`src/sv/supl_pkg.sv`:
```
// Shared constants, register indexes and controller/datapath interface types
// for the shortest unique pattern length unit. No dependencies.
package supl_pkg;

  // Storage sizes.
  localparam int BUFFER_DEPTH = 65536;
  localparam int MAX_PATTERN  = 64;

  // Derived widths.
  localparam int BUF_AW = (BUFFER_DEPTH > 1) ? $clog2(BUFFER_DEPTH) : 1;
  localparam int CNT_W  = $clog2(BUFFER_DEPTH + 1);
  localparam int PAT_AW = (MAX_PATTERN > 1) ? $clog2(MAX_PATTERN) : 1;
  localparam int LEN_W  = $clog2(MAX_PATTERN + 1);

  // Field widths fixed by the interface.
  localparam int TGT_W     = 16;
  localparam int CFG_LEN_W = 7;
  localparam int OUT_W     = 7;
  localparam int CFG_W     = 16;
  localparam int CFG_IDX_W = 2;

  // Common width for comparing counts, offsets and lengths.
  localparam int CMP_A = (CNT_W > TGT_W) ? CNT_W : TGT_W;
  localparam int CMP_B = (LEN_W > CFG_LEN_W) ? LEN_W : CFG_LEN_W;
  localparam int CMP_W = ((CMP_A > CMP_B) ? CMP_A : CMP_B) + 1;

  // Configuration register indexes.
  localparam logic [CFG_IDX_W-1:0] REG_TARGET_OFFSET = 2'd0;
  localparam logic [CFG_IDX_W-1:0] REG_MIN_LEN       = 2'd1;
  localparam logic [CFG_IDX_W-1:0] REG_MAX_LEN       = 2'd2;

  // Commands from the controller to the datapath.
  typedef struct packed {
    logic load;      // Store an accepted byte.
    logic setup;     // Latch the clamped length window.
    logic copy_wr;   // Write one pattern byte, step the copy index.
    logic pos_skip;  // Step past the target position.
    logic cmp_rd;    // Address the store at the scan position.
    logic cmp_chk;   // Compare one byte, step or close the position.
    logic out_load;  // Load the result register.
  } supl_cmd_t;

  // Status from the datapath to the controller.
  typedef struct packed {
    logic bad_target;  // Target lies beyond the buffer (valid in setup).
    logic hi_zero;     // Clamped max length is zero (valid in setup).
    logic copy_last;   // Final pattern byte is being written.
    logic pos_done;    // All positions scanned.
    logic pos_skip;    // Scan position is the target itself.
    logic mmax_full;   // Some other position already matches the longest length.
    logic match_go;    // Byte matched and the prefix may grow further.
  } supl_stat_t;

endpackage

```
`src/sv/supl_ctrl.sv`:
```
// Controller state machine for the shortest unique pattern length unit.
// Depends on supl_pkg for the command and status types.
module supl_ctrl (
  input  logic                clk,
  input  logic                rst_n,
  input  logic                in_valid,
  input  logic                in_last_byte,
  output logic                in_stall,
  output logic                out_valid,
  input  logic                out_stall,
  input  supl_pkg::supl_stat_t stat,
  output supl_pkg::supl_cmd_t  cmd
);
  import supl_pkg::*;

  typedef enum logic [7:0] {
    ST_LOAD    = 8'b0000_0001,
    ST_SETUP   = 8'b0000_0010,
    ST_COPY_RD = 8'b0000_0100,
    ST_COPY_WR = 8'b0000_1000,
    ST_POS     = 8'b0001_0000,
    ST_CMP_RD  = 8'b0010_0000,
    ST_CMP_CHK = 8'b0100_0000,
    ST_FINISH  = 8'b1000_0000
  } state_t;

  state_t state_r, state_nxt;
  logic   out_valid_r, out_valid_nxt;
  logic   out_free;

  // Bytes are taken only while loading; the search holds the input off.
  assign in_stall  = (state_r != ST_LOAD);
  assign out_valid = out_valid_r;
  assign out_free  = !out_valid_r || !out_stall;

  // Next state and datapath commands.
  always_comb begin
    state_nxt = state_r;
    cmd       = '0;
    unique case (state_r)
      ST_LOAD: begin
        cmd.load = in_valid;
        if (in_valid && in_last_byte) begin
          state_nxt = ST_SETUP;
        end
      end
      ST_SETUP: begin
        cmd.setup = 1'b1;
        if (stat.bad_target || stat.hi_zero) begin
          state_nxt = ST_FINISH;
        end else begin
          state_nxt = ST_COPY_RD;
        end
      end
      ST_COPY_RD: begin
        state_nxt = ST_COPY_WR;
      end
      ST_COPY_WR: begin
        cmd.copy_wr = 1'b1;
        state_nxt   = stat.copy_last ? ST_POS : ST_COPY_RD;
      end
      ST_POS: begin
        if (stat.pos_done || stat.mmax_full) begin
          state_nxt = ST_FINISH;
        end else if (stat.pos_skip) begin
          cmd.pos_skip = 1'b1;
        end else begin
          state_nxt = ST_CMP_RD;
        end
      end
      ST_CMP_RD: begin
        cmd.cmp_rd = 1'b1;
        state_nxt  = ST_CMP_CHK;
      end
      ST_CMP_CHK: begin
        cmd.cmp_chk = 1'b1;
        state_nxt   = stat.match_go ? ST_CMP_RD : ST_POS;
      end
      ST_FINISH: begin
        if (out_free) begin
          cmd.out_load = 1'b1;
          state_nxt    = ST_LOAD;
        end
      end
      default: begin
        state_nxt = ST_LOAD;
      end
    endcase
  end

  // The result register is full from its load until the transaction completes.
  always_comb begin
    out_valid_nxt = out_valid_r;
    if (cmd.out_load) begin
      out_valid_nxt = 1'b1;
    end else if (out_valid_r && !out_stall) begin
      out_valid_nxt = 1'b0;
    end
  end

  always_ff @(posedge clk) begin
    if (!rst_n) begin
      state_r     <= ST_LOAD;
      out_valid_r <= 1'b0;
    end else begin
      state_r     <= state_nxt;
      out_valid_r <= out_valid_nxt;
    end
  end

endmodule

```
`config.mk`:
```
export PLATFORM = sky130hd
export DESIGN_NAME = supl_ctrl
export DESIGN_NICKNAME = d
export VERILOG_FILES = /design/src/sv/supl_pkg.sv /design/src/sv/supl_ctrl.sv
export SDC_FILE = /design/constraint.sdc
export NUM_CORES = 1
export LEC_CHECK = 0
export BUFFER_PORTS_ARGS = -buffer_cell sky130_fd_sc_hd__buf_4
export CORE_AREA = 2 2 39 41
export DETAILED_ROUTE_END_ITERATION = 10
export DIE_AREA = 0 0 41 43
export MAX_ROUTING_LAYER = met4
export PLACE_DENSITY = 0.71
export REMOVE_ABC_BUFFERS = 1
export SETUP_SLACK_MARGIN = 0.02
export SLEW_MARGIN = 20
export SYNTH_ARGS = -nofsm -noshare
export SYNTH_HDL_FRONTEND = slang
export SYNTH_SLANG_ARGS = --single-unit
```
`constraint.sdc`:
```
create_clock -name clk -period 3.1 [get_ports clk]
set_input_delay 0.62 -clock clk [delete_from_list [all_inputs] [get_ports clk]]
set_output_delay 0.62 -clock clk [all_outputs]
set_load 0.01 [all_outputs]
```
[Word-level counts from Yosys, hierarchy flattened]
Index checks and enable logic that the tools add are counted.
Storage, ports and cells
  input port bits: 12
  bits in registers: 9
  word-level logic and storage cells: 43
  output and inout bits: 9
Cells by class
  equal/unequal tests: 12
  reduce and logical (&&, ||, !) cells: 9
  muxes and demuxes: 20
Operator list (number)
  8-bit case mux with 8 select lines: 1
  8-bit two-way mux: 5
  1-bit two-way mux: 12
  8-bit by 1-bit == test with 1-bit output, second input constant: 1
  8-bit by 2-bit == test with 1-bit output, second input constant: 1
  8-bit by 3-bit == test with 1-bit output, second input constant: 1
  8-bit by 4-bit == test with 1-bit output, second input constant: 1
  8-bit by 5-bit == test with 1-bit output, second input constant: 1
  8-bit by 6-bit == test with 1-bit output, second input constant: 1
  8-bit by 7-bit == test with 1-bit output, second input constant: 1
  8-bit == test, second input constant: 1
  8-bit by 1-bit inequality test with 1-bit output, second input constant: 1
  6-bit two-way mux: 1
  5-bit two-way mux: 1
  2-bit inequality test, second input constant: 2
  1-bit logical OR: 3
  3-bit inequality test, second input constant: 1
  3-bit AND reduction: 1
  1-bit logical AND: 2
  1-bit logical NOT: 2
  2-bit nonzero test: 1

[Longest topological paths before layout]
  depth in word-level cells: 5
  mapped depth: 5
  depth with buffers taken out: 5

[Worst setup path after synthesis]
No wires, ideal clock.
  kind: register to output
  start: register state_r[2]
  end: output port cmd[6] (netlist bit)
  cell stages (with the launch flop): 4
  path buffers: 0
  setup slack: 1.276 ns
  data required time: 2.480 ns
  data arrival time: 1.204 ns
  cells stage by stage: dfxtp_1 > nor4_4 > nand3_1 > nor2_1
RTL lines
  start: declaration: line supl_ctrl.sv:27  | state_t state_r, state_nxt;
  start signal: assignment: line supl_ctrl.sv:106  | state_r <= state_nxt;
  end: declaration: line supl_ctrl.sv:12  | output supl_pkg::supl_cmd_t cmd

==> flow_metrics.env <==
export IMPL_cts_tree="yes"
export IMPL_synthXorXnorAreaFrac=0.0308
export IMPL_gp_congestion=0.787
export IMPL_crit_buf_inv=2
export IMPL_htree_levels=1
export IMPL_wl_met3_um=76
export IMPL_die_h_um=43
export IMPL_fin_nets=104
export IMPL_clkTransAtPathRegs_ns=0.06
export IMPL_rsz0062_at_grt="no"
export IMPL_grt_pass1_vias=509
export IMPL_setup_tns_ns=0
export IMPL_routed_wl_met2_um=650
export IMPL_post_cts_resized=0
export IMPL_cp_arrival_ns=1.65
export IMPL_finalSetupViolCount=0
export IMPL_rrSetupSlack_ns=1.49
export IMPL_die_w_um=41
export IMPL_first_iter_violations=10
export IMPL_start_util=0.410
export IMPL_synth_top_family_by_area="simple AND/OR/NAND/NOR gates"
export IMPL_seq_area_frac_synth=0.317
export IMPL_pre_cts_ws_ns=1.11
export IMPL_min_from="out_valid$_SDFFE_PN0P_"
export IMPL_drt_wl_total_mm=1.29
export IMPL_ctsHoldBuffers=0
export IMPL_relSlewSlack=0.637
export IMPL_syn_cell_area_um2=568
export IMPL_finalCritPeriodShare=0.731
export IMPL_hold_class="register to register"
export IMPL_cts_sinks=9
export IMPL_run_status="complete, no violations"
export IMPL_ys_warn_count=0
export IMPL_cts_setup_buffers=0
export IMPL_clock_path_buffers=2
export IMPL_path_delay_family="simple AND/OR/NAND/NOR gates"
export IMPL_fmax_mhz=441
export IMPL_worstSkewPairLatency_ns=0.27
export IMPL_die_area_um2=1760
export IMPL_rows=14
export IMPL_dp_hpwl_mm=1.05
export IMPL_synthCells=68
export IMPL_synth_compound_area_frac=0.150
export IMPL_core_area_um2=1380
export IMPL_r2r_cells=4
export IMPL_cts_root_buffer="clkbuf_4"
export IMPL_syn_area_per_cell_um2=8.35
export IMPL_path_class="register to output port"
export IMPL_worst_setup_path_end_kind="output port"
export IMPL_pin_count=21
export IMPL_routed_top_layer="met4"
export IMPL_overflow=0
export IMPL_drcViolationCount=0
export IMPL_hold_viol_final=0
export IMPL_skew_ns=0.0115
export IMPL_power_density_nw_per_um2=627
export IMPL_crit_fanout=6
export IMPL_port_buffers=20
export IMPL_maxCapViolCount=0
export IMPL_first_pass_iters=6
export IMPL_period_minus_slack_ns=2.27
export IMPL_worst_pin_slew_ns=0.538
export IMPL_leakage_uw=0.000346
export IMPL_m1WireLength_um=555
export IMPL_synthMuxAreaShare=0
export IMPL_routedWlPerCell_um=12.0
export IMPL_path_depth=4
export IMPL_hold_depth=2
export IMPL_antenna_found_initial=0
export IMPL_synth_async_sr_flop_share=0
export IMPL_synth_cell_type_count=25
export IMPL_antenna_left=0
export IMPL_ys_ff_latch=9
export IMPL_vias=592
export IMPL_cts_buffers=3
export IMPL_n_antenna_cell=0
export IMPL_drive_gt1_frac=0.297
export IMPL_track_usage=0.184
export IMPL_worstPathCellList="nor4b_1 -> nand4_1 -> inv_1 -> buf_4"
export IMPL_rr_startpoint="state_r[2]$_SDFFE_PN0P_"
export IMPL_area_growth_pct=33.3
export IMPL_synth_flop_cell="dfxtp_1"
export IMPL_ir_worst_vdd_mv=0.352
export IMPL_final_setup_worst_slack_ns=0.833
export IMPL_synth_edf_count=0
export IMPL_start_kind="register"
export IMPL_via_per_inst=5.53
export IMPL_grt_first_pass_wirelength_mm=2.14
export IMPL_grt_max_degree=9
export IMPL_critPathSlowestCell="nor4b_1"
export IMPL_r2r_end="state_r[7]$_SDFFE_PN0P_"
export IMPL_synthAdderAreaFrac=0
export IMPL_drv_slew=0
export IMPL_hold_end="out_valid$_SDFFE_PN0P_"
export IMPL_cpPeakStageDelay_ns=0.48
export IMPL_synthSimpleGateAreaFrac=0.456
export IMPL_critical_path_required_ns=2.48
power by group:
group	switching (µW)	internal [µW]
clock network	40.9	49.6
logic	116	106
registers	26.7	135
logic make-up after synthesis:
group,Yosys count
XOR/XNOR,2
AND/OR/NAND/NOR,39
buffers and inverters,6
AO/OA/AOI/OAI,12
flip-flops,9
cells in the mapped netlist (all sizes together), types with 2 or more instances:
| cell type | number | share of area |
|---|---|---|
| a21oi | 4 | 0.035 |
| and4b | 2 | 0.035 |
| dfxtp | 9 | 0.32 |
| inv | 5 | 0.033 |
| nand2 | 4 | 0.026 |
| nand3 | 6 | 0.053 |
| nand4 | 4 | 0.055 |
| nand4b | 4 | 0.062 |
| nor2 | 10 | 0.066 |
| nor2b | 3 | 0.033 |
| nor4 | 2 | 0.075 |
| o211ai | 2 | 0.026 |
| xor2 | 2 | 0.031 |
registers in the layout, summed over array words and instances (netlist names):
register and flops:
state_r 8, out_valid 1
worst max path at each step:
stage	from	end
floorplan	state_r[2]$_SDFFE_PN0P_	cmd[6]
global placement	state_r[2]$_SDFFE_PN0P_	cmd[3]
detailed placement	state_r[2]$_SDFFE_PN0P_	cmd[3]
CTS	state_r[2]$_SDFFE_PN0P_	cmd[3]
global route	state_r[1]$_SDFFE_PN0P_	cmd[3]
finish	state_r[2]$_SDFFE_PN0P_	cmd[3]
cells in the final DEF, fill, tap and decap left out:
cell type	netlist	routed
dfxtp_1	9	9
a311oi_2	1	1
a31oi_1	1	1
and3_1	1	1
and2_1	1	1
clkbuf_1	0	1
nand3_1	6	6
nand4b_1	4	4
nand4_1	3	3
clkbuf_4	0	3
o21ai_1	1	1
buf_4	1	20
and4b_1	2	2
xor2_1	2	2
o21a_1	1	1
nand2_1	4	4
inv_1	5	5
nor3b_1	1	1
nor4_4	2	2
a21oi_1	4	4
o211ai_1	2	2
a22oi_1	1	1
nor4b_1	1	1
nor2_1	10	10
nor2b_1	3	3
nand4_2	1	1
o311ai_0	1	1
per-stage QoR:
step	std cells	hold WS (ns)	cell area, µm²	power (µW)	util
final	107	0.487	757	474	0.547
after global routing	107	0.519	757	513	0.547
after CTS	107	0.493	757	479	0.547
after detailed placement	103	0.485	731	387	0.528
after global placement	103	0.483	731	384	0.528
after floorplan	67	0.500	561	313	-
metal layers:
| layer | track usage | up-vias |
|---|---|---|
| met1 | 0.214 | 277 |
| met2 | 0.266 | 13 |
| met5 | - | - |
| met4 | 0.0600 | 0 |
| met3 | 0.0942 | 2 |
| li1 | - | 300 |
layout make-up:
| type | instances | area (µm²) |
|---|---|---|
| fill | 130 | 627 |
| multi-input combinational | 53 | 362 |
| sequential | 9 | 180 |
| timing repair buffer | 20 | 150 |
| clock buffer | 4 | 26.3 |
| tap | 16 | 20.0 |
| inverter | 5 | 18.8 |
worst reg2reg max path, stage by stage, from the launching register on:
cell and delay (ns):
dfxtp_1 0.38, nor4_4 0.48, nand4b_1 0.28, and2_1 0.23
a311oi_2 0.17
Note: power is estimated with default switching activity, not from simulation.
